===== src/sv/sbtr_pkg.sv =====
package sbtr_pkg;

	// ring geometry
	localparam int unsigned RING_BYTES = 4096;
	localparam int unsigned RING_AW    = $clog2(RING_BYTES);
	localparam int unsigned RING_BW    = $clog2(RING_BYTES + 1);

	// operation codes
	typedef enum logic [0:0] {
		OP_APPEND = 1'b0,
		OP_READ   = 1'b1
	} op_t;

	// request word
	typedef struct packed {
		op_t         operation;
		logic [7:0]  data_byte;
		logic [31:0] from_seq;
	} req_word_t;

	// response word
	typedef struct packed {
		logic [7:0]  read_byte;
		logic        byte_valid;
		logic [31:0] first_seq;
		logic [31:0] total_seq;
	} rsp_word_t;

	// store write from the tracker
	typedef struct packed {
		logic               en;
		logic [RING_AW-1:0] addr;
		logic [7:0]         data;
	} wr_cmd_t;

	// clamped read request handed to the lookup stage
	typedef struct packed {
		logic               vld;
		logic               byte_valid;
		logic [31:0]        first_seq;
		logic [31:0]        total_seq;
		logic [RING_BW-1:0] back;
		logic [RING_AW-1:0] head;
	} rd_req_t;

endpackage


===== src/sv/sbtr_track.sv =====
module sbtr_track (
	input  logic                clk,
	input  logic                arst_n,
	input  logic                adv,
	input  logic                vld_s1,
	input  sbtr_pkg::req_word_t word_s1,
	output sbtr_pkg::wr_cmd_t   wr,
	output sbtr_pkg::rd_req_t   rd
);

	localparam logic [31:0] RingLen32 = 32'(sbtr_pkg::RING_BYTES);
	localparam logic [sbtr_pkg::RING_BW-1:0] RingLenB = sbtr_pkg::RING_BW'(sbtr_pkg::RING_BYTES);
	localparam logic [sbtr_pkg::RING_AW-1:0] HeadLast =
		sbtr_pkg::RING_AW'(sbtr_pkg::RING_BYTES - 1);

	logic [sbtr_pkg::RING_AW-1:0] head_q;
	logic [31:0]                  total_q;
	logic                         is_append;
	logic                         is_read;
	logic [sbtr_pkg::RING_BW-1:0] held;
	logic [31:0]                  oldest;
	logic [31:0]                  first;
	logic [31:0]                  back_full;

	assign is_append = vld_s1 && (word_s1.operation == sbtr_pkg::OP_APPEND);
	assign is_read   = vld_s1 && (word_s1.operation == sbtr_pkg::OP_READ);

	// head and running total advance on every append
	always_ff @(posedge clk or negedge arst_n) begin
		if (!arst_n) begin
			head_q  <= '0;
			total_q <= '0;
		end else if (adv && is_append) begin
			head_q  <= (head_q == HeadLast) ? '0 : head_q + 1'b1;
			total_q <= total_q + 32'd1;
		end
	end

	// store write at the head
	always_comb begin
		wr.en   = adv && is_append;
		wr.addr = head_q;
		wr.data = word_s1.data_byte;
	end

	// clamp the requested sequence into [oldest held, total]
	always_comb begin
		held      = (total_q < RingLen32) ? total_q[sbtr_pkg::RING_BW-1:0] : RingLenB;
		oldest    = total_q - 32'(held);
		first     = word_s1.from_seq;
		if (first < oldest) begin
			first = oldest;
		end
		if (first > total_q) begin
			first = total_q;
		end
		back_full = total_q - first;
	end

	always_comb begin
		rd.vld        = is_read;
		rd.byte_valid = (first != total_q);
		rd.first_seq  = first;
		rd.total_seq  = total_q;
		rd.back       = back_full[sbtr_pkg::RING_BW-1:0];
		rd.head       = head_q;
	end

endmodule


===== config.mk =====
export PLATFORM = sky130hd
export DESIGN_NAME = sbtr_track
export DESIGN_NICKNAME = d
export VERILOG_FILES = /design/src/sv/sbtr_pkg.sv /design/src/sv/sbtr_track.sv
export SDC_FILE = /design/constraint.sdc
export NUM_CORES = 1
export LEC_CHECK = 0
export ABC_AREA = 1
export CAP_MARGIN = 20
export CORE_UTILIZATION = 25
export CTS_CLUSTER_DIAMETER = 200
export CTS_CLUSTER_SIZE = 14
export DETAILED_ROUTE_END_ITERATION = 6
export DONT_BUFFER_PORTS = 1
export HOLD_SLACK_MARGIN = 0.1
export PLACE_DENSITY_LB_ADDON = 0.2
export SLEW_MARGIN = 25
export SYNTH_ARGS = -nofsm -noshare
export SYNTH_HDL_FRONTEND = slang
export SYNTH_SLANG_ARGS = --single-unit

===== constraint.sdc =====
create_clock -name clk -period 7.8 [get_ports clk]
set_input_delay 1.56 -clock clk [delete_from_list [all_inputs] [get_ports clk]]
set_output_delay 1.56 -clock clk [all_outputs]
set_load 0.01 [all_outputs]

==> results of run 1 <==
==> critical path, delay by kind of cell (launching register included) <==
family / cells / cell delay [ns]
simple gates: 26 / 3.41
buf+inv: 11 / 1.10
fa+ha+maj: 4 / 0.87
xor+xnor: 2 / 0.42
flops: 1 / 0.38
compound gates: 2 / 0.23
==> state kept, by name (all words and copies together) (netlist names) <==
name,cells
total_q,32
head_q,12
==> cell usage in the layout (no fill, tap or decap), types with 21 or more instances in the layout <==
cell / netlist / routed
sky130_fd_sc_hd__buf_4: 24 / 237
sky130_fd_sc_hd__nand2_1: 230 / 175
sky130_fd_sc_hd__inv_1: 125 / 113
sky130_fd_sc_hd__ha_1: 71 / 64
sky130_fd_sc_hd__nand2_2: 17 / 58
sky130_fd_sc_hd__nand3_1: 69 / 57
sky130_fd_sc_hd__nor2_1: 67 / 47
sky130_fd_sc_hd__xor2_1: 54 / 47
sky130_fd_sc_hd__dfrtp_1: 44 / 44
sky130_fd_sc_hd__nand4_1: 40 / 40
sky130_fd_sc_hd__a21oi_1: 44 / 39
sky130_fd_sc_hd__inv_2: 17 / 26
sky130_fd_sc_hd__buf_6: 8 / 21
==> area by class of cell <==
type / count / area (µm²) / share of cell area, %
Inverter: 147 / 591.8 / 5.890
Tap cell: 330 / 412.9 / 4.109
Clock buffer: 7 / 152.6 / 1.519
Timing Repair inverter: 1 / 8.758 / 0.08716
Multi-Input combinational cell: 750 / 5488 / 54.61
Timing Repair Buffer: 272 / 2293 / 22.82
Sequential cell: 44 / 1101 / 10.96
==> metal layers <==
metal  global-route usage (%)  wire, µm
met3                    3.409      1131
met2                    32.16     12720
met4                    3.283       191
met5                        0         0
met1                    24.64     11930
==> worst max path at each step <==
stage,to,cells past startpoint,startpoint,slack [ns]
final,rd[20],45,total_q[16],-0.48
after global routing,rd[20],48,total_q[21],-0.95
after CTS,rd[18],39,total_q[21],-0.31
after detailed placement,rd[24],43,total_q[20],-0.57
after global placement,rd[24],43,total_q[26],-0.52
after floorplan,rd[20],51,total_q[24],0.07
==> repair_timing <==
action,in CTS,in global routing
hold endpoints to repair,0,0
setup endpoints to repair,45,46
resized for setup,86,174
pin swaps,27,47
buffers inserted,25,29
cloned,2,4
==> stage by stage <==
step | cell area, µm² | worst slack (ns) | total power [µW]
after floorplan | 6734 | 0.07013 | 1162
after global placement | 8387 | -0.5241 | 1760
after detailed placement | 8387 | -0.5664 | 1765
after CTS | 9080 | -0.3073 | 2074
after global routing | 10050 | -0.9530 | 2662
final | 10050 | -0.4823 | 2453
==> power groups by stage <==
stage	logic, µW	registers (µW)	clock network, µW
after global placement	1440	316	0
after CTS	1520	313	238
after detailed placement	1450	317	0
after floorplan	848	314	0
final	1900	314	235
after global routing	2090	319	249
==> cell families (layout without fill, tap and decap cells) <==
family	after synthesis	in the layout	synth area share, %
xor+xnor	61	61	8.363
fa+ha+maj	71	71	13.53
simple gates	479	480	34.71
flops	44	44	16.77
other cells	1	1	0.05710
buf+inv	201	427	14.10
mux	1	1	0.1524
compound gates	136	136	12.33
==> qor.txt, run 1 <==
Average cell area after synthesis: 6.607 µm²
Total of max-cap violations: 0
Clk sink count: 44
Fraction of synthesis flops using an asynchronous set or reset pin: 100.0%
Most common cell type on the critical path: sky130_fd_sc_hd__nand2_2
Std cell rows: 58
Clock Tree Root: sky130_fd_sc_hd__clkbuf_16
Slew at the pin closest to its max-slew limit: 0.7264 ns
Min-Delay Path Class: reg -> reg
Largest voltage drop on the vdd net: 0.3881 mV
Power density relative to cell area: 244.1 nW/µm²
Detailed-route wire length per cell: 16.74 µm
Main area contributors after synthesis: sky130_fd_sc_hd__dfrtp_1, sky130_fd_sc_hd__ha_1, sky130_fd_sc_hd__nand2_1
Largest net degree at the start of global routing: 45
Max Buffers Root-to-Sink: 2
Number of CTS-inserted buffers: 5
Buffers on Ports: 0
Headroom to the max-slew limit: 51.12%
Syn. warnings: 0
Flip-flop and latch count after synthesis: 44
Overall track demand over capacity in global routing: 18.78%
# IOs: 157
Synth-to-Final Area Change: 53.00%
Unrepaired setup endpoints after global routing: yes
Final nets: 1337
Antenna violations before repair: 0
Critical path data arrival time: 6.72 ns
Post-route fraction of the period consumed by the critical path: 106.2%
Startpoint kind of the worst setup timing path: register
Via count of the first global-routing pass: 6968
Initial drt markers: 334
Diodes inserted: 0
Violations in the final reports: negative setup slack
Share of cells above drive strength 1: 43.00%
Flop pwr share: 12.8%
Clock network fraction of design power: 9.6%
Worst Path Required: 6.24 ns
Min Clock Period, post-route: 8.282 ns
Max frequency: 120.7 MHz
Crit path largest cell delay: 0.38 ns
H-tree levels: 2
Util after Layout: 39.45%
Residual antenna-violating net count after detailed routing: 0
Dominant synthesized flop cell: sky130_fd_sc_hd__dfrtp_1
Setup WS post-layout: -0.4823 ns
Status: finished with violations
Wire length after detailed routing: 25.97 mm
Post-route worst hold slack: 0.6278 ns
Overall die height: 164.1 µm
Final HPWL from detailed placement: 20.29 mm
Synthesized cell area: 6568 µm²
Die area: 26920 µm²
Most repeated cell in the gate-level netlist after synthesis: sky130_fd_sc_hd__nand2_1
Hold violation total from the final report: 0
Clock transition at the register clock pins on the worst setup and hold paths after CTS: 0.07 ns
Total grt overflow: 0
Placed cells: 1487
Sequential fraction of the synthesis area: 16.77%
Worst clock skew on the final layout: 0.004382 ns
Initial Utilization: 25.78%
Leak: 0.004964 µW
Clock tree from TritonCTS: yes
Final sum of negative setup slack: -5.146 ns
Syn Inst Count: 994
Net count of the mapped netlist: 1110
Number of standard cells in the layout, taps in and fillers out: 1551
First-pass iteration count of the detailed router: 4
Gp weighted congestion: 0.8832
Netlist cell types: 51
Max stage delay cell, worst path: sky130_fd_sc_hd__dfrtp_1
Wire length of the first global-routing pass: 38.78 mm
Filler cells: 2668
Sw frac: 47.48%
DRC violations left: 0
FF-to-FF Start: total_q[0]
Worst-case register-to-register setup slack: 4.36 ns
Post-synth top cells: sky130_fd_sc_hd__nand2_1, sky130_fd_sc_hd__inv_1, sky130_fd_sc_hd__ha_1
Ratio of routed vias to standard cells: 4.690
Clock latency of the later-clocked register in the worst-skew pair: 0.30 ns
Post-cts hold buffer count: 0
Internal power consumption: 1288 µW
Critical path type: reg -> out
Post-synthesis cell type with the largest combined area: sky130_fd_sc_hd__dfrtp_1
Number of vias after detailed routing: 7274
Worst R2R End: total_q[30]
Final Max Slew Viols: 0
Final setup violating endpoints: 14
Hold-critical path depth: 2
Overall die width: 164.1 µm
Critical Path End Type: output pin
Worst Min Path Start: total_q[23]
Critical path peak fanout: 6
Net Switching: 1165 µW
Cells on worst reg2reg path: 15
Post-synth EDFFs: 0
Top-area cell type share of the netlist area: 16.77%
End of the worst hold path: total_q[23]
Std-Cell Core Area: 25470 µm²
Combinational fraction of design power: 77.6%
No activity file was read; power rests on OpenSTA's default activity.
==> run 2: changes to the inputs <==
- CTS_CLUSTER_DIAMETER: 200 -> 80
- PLACE_DENSITY_LB_ADDON: 0.2 -> not set
==> run 2 against run 1 <==
Against the previous run:
- global-route usage is 0.83 points lower
- critical path depth is 2 higher
- the run still ends with negative setup slack left
- largest power group unchanged
- sequential share of layout area is 0.92 points higher
- highest routed layer unchanged
==> qor.txt, run 2 (synthesized netlist as in run 1, its figures left out) <==
Status: finished with violations
Violations in the final reports: negative setup slack
Util after Layout: 36.38% (-3.1 points)
Max frequency: 122.5 MHz (+1.5%)
Worst Path Required: 6.24 ns (about the same)
First-pass iteration count of the detailed router: 5 (+1)
Min-Delay Path Class: reg -> reg
Std cell rows: 58 (unchanged)
Initial Utilization: 25.78% (unchanged)
Buffers on Ports: 0 (unchanged)
Unrepaired setup endpoints after global routing: yes
Largest voltage drop on the vdd net: 0.4054 mV (+4.5%)
Total non-filler cell area in the finished layout: 9266 µm² (-7.8%)
Max Buffers Root-to-Sink: 2 (unchanged)
Headroom to the max-slew limit: 49.08% (-2.0 points)
Critical Path End Type: output pin
Post-route fraction of the period consumed by the critical path: 104.7% (-1.5 points)
Worst setup slack after placement: -0.3962 ns (+0.1702 ns)
Clk sink count: 44 (unchanged)
Final Max Slew Viols: 0 (unchanged)
Total grt overflow: 0 (unchanged)
Top reg by flops: total_q
Setup WS post-layout: -0.3633 ns (+0.1190 ns)
Std-Cell Core Area: 25470 µm² (unchanged)
Number of flip-flops under the largest register name: 32 (unchanged)
Clock tree from TritonCTS: yes
Clock transition at the register clock pins on the worst setup and hold paths after CTS: 0.07 ns (about the same)
Min Clock Period, post-route: 8.163 ns (-0.1190 ns)
Detailed-route wire length per cell: 17.16 µm (+2.5%)
Max stage delay cell, worst path: sky130_fd_sc_hd__dfrtp_1
Area after detailed placement: 7850 µm² (-6.4%)
Synth-to-Final Area Change: 41.09%
Slew at the pin closest to its max-slew limit: 0.7575 ns (+0.03108 ns)
Number of CTS-inserted buffers: 5 (unchanged)
Critical path data arrival time: 6.60 ns (-0.12 ns)
Overall track demand over capacity in global routing: 17.95% (-0.83 points)
Leak: 0.004486 µW (-9.6%)
Overall die height: 164.1 µm (unchanged)
Initial drt markers: 501 (+50%)
Worst clock skew on the final layout: 0.01418 ns (+0.009799 ns)
Die area: 26920 µm² (unchanged)
Antenna violations before repair: 0 (unchanged)
# IOs: 157 (unchanged)
Critical path type: reg -> out
Clock latency of the later-clocked register in the worst-skew pair: 0.30 ns (about the same)
Overall die width: 164.1 µm (unchanged)
DRC violations left: 0 (unchanged)
Final setup violating endpoints: 12 (-2)
Most common cell after layout, fill and taps aside: sky130_fd_sc_hd__nand2_1
Largest net degree at the start of global routing: 45 (unchanged)
Biggest registers after layout: total_q x32, head_q x12
Power density relative to cell area: 244.0 nW/µm² (about the same)
Final HPWL from detailed placement: 19.58 mm (-3.5%)
Clock Tree Root: sky130_fd_sc_hd__clkbuf_16
Ratio of routed vias to standard cells: 4.902 (+4.5%)
Highest-count cells in the layout ignoring fill and taps: sky130_fd_sc_hd__nand2_1, sky130_fd_sc_hd__buf_4, sky130_fd_sc_hd__inv_1
Crit path largest cell delay: 0.41 ns (+0.03 ns)
H-tree levels: 2 (unchanged)
Via count of the first global-routing pass: 6921 (-0.67%)
Residual antenna-violating net count after detailed routing: 0 (unchanged)
Number of vias after detailed routing: 7216 (-0.80%)
Share of cells above drive strength 1: 37.57% (-5.4 points)
Startpoint kind of the worst setup timing path: register
Wire length after detailed routing: 25.25 mm (-2.8%)
Critical path peak fanout: 5 (-1)
Gp weighted congestion: 0.9346 (+5.8%)
Diodes inserted: 0 (unchanged)
Total of max-cap violations: 0 (unchanged)
Final nets: 1257 (-6.0%)
Wire length of the first global-routing pass: 37.34 mm (-3.7%)
Hold violation total from the final report: 0 (unchanged)
## run 2: cell count changes in the layout (fill, tap and decap cells not counted), moves of 7 or more
| cell | previous run | this run |
|---|---|---|
| sky130_fd_sc_hd__buf_4 | 237 | 168 |
| sky130_fd_sc_hd__buf_6 | 21 | 11 |
| sky130_fd_sc_hd__inv_2 | 26 | 35 |
| sky130_fd_sc_hd__inv_1 | 113 | 105 |
| sky130_fd_sc_hd__ha_1 | 64 | 57 |
| sky130_fd_sc_hd__nand2_1 | 175 | 182 |
| sky130_fd_sc_hd__nor2_1 | 47 | 54 |
| sky130_fd_sc_hd__o21bai_1 | 4 | 11 |
## run 2: layout make-up
cell class | count | area (µm²)
Fill cell | 2641 | 16210
Multi-Input combinational cell | 750 | 5321
Timing Repair Buffer | 192 | 1665
Sequential cell | 44 | 1101
Inverter | 147 | 581.8
Tap cell | 330 | 412.9
Clock buffer | 5 | 125.1
Clock inverter | 3 | 42.54
Timing Repair inverter | 1 | 16.27
## run 2: final timing paths
check	startpoint	to	slack, ns	cells after the start
min in group asynchronous	arst_n	total_q[26]	0.95	0
max in group asynchronous	arst_n	head_q[3]	6.71	0
worst min register to register	head_q[7]	head_q[7]	0.64	2
worst max register to register	total_q[0]	total_q[30]	4.37	15
worst min-delay path	head_q[7]	head_q[7]	0.64	2
worst max-delay path	total_q[27]	rd[24]	-0.36	47
## run 2: critical path: cells and delay by family, from the launching register on
kind	cells	cell delay (ns)
simple gates	27	3.44
compound gates	3	0.27
flops	1	0.41
xor+xnor	1	0.17
buf+inv	12	1.06
fa+ha+maj	4	0.93
## run 2: metal layers
metal,GRT usage [%],routed length [µm],vias up
met5,0,0,-
met4,4.672,441,0
met3,4.242,2015,37
met2,30.53,12090,227
met1,22.54,10700,3422
li1,-,-,3530
## run 2: through the flow
stage / TNS [ns] / total power [µW] / hold slack [ns] / cells
floorplan: 0 / 1162 / 0.5587 / 994
global placement: -1.821 / 1666 / 0.6200 / 1417
detailed placement: -3.406 / 1674 / 0.6264 / 1417
CTS: -2.976 / 2054 / 0.6425 / 1449
global route: -8.844 / 2447 / 0.6856 / 1472
finish: -3.737 / 2261 / 0.6387 / 1472
## run 2: power breakdown
part | total (µW) | switching (µW) | internal [µW]
logic | 1700 | 934 | 762
clock network | 253 | 102 | 151
registers | 311 | 56.6 | 255
## run 2: repair_timing
action                     CTS  global route
gates cloned                 4             3
gates resized for setup     76           122
pin swaps                   33            52
hold buffers                 0             0
buffers inserted            20            21
setup endpoints to repair   16            45
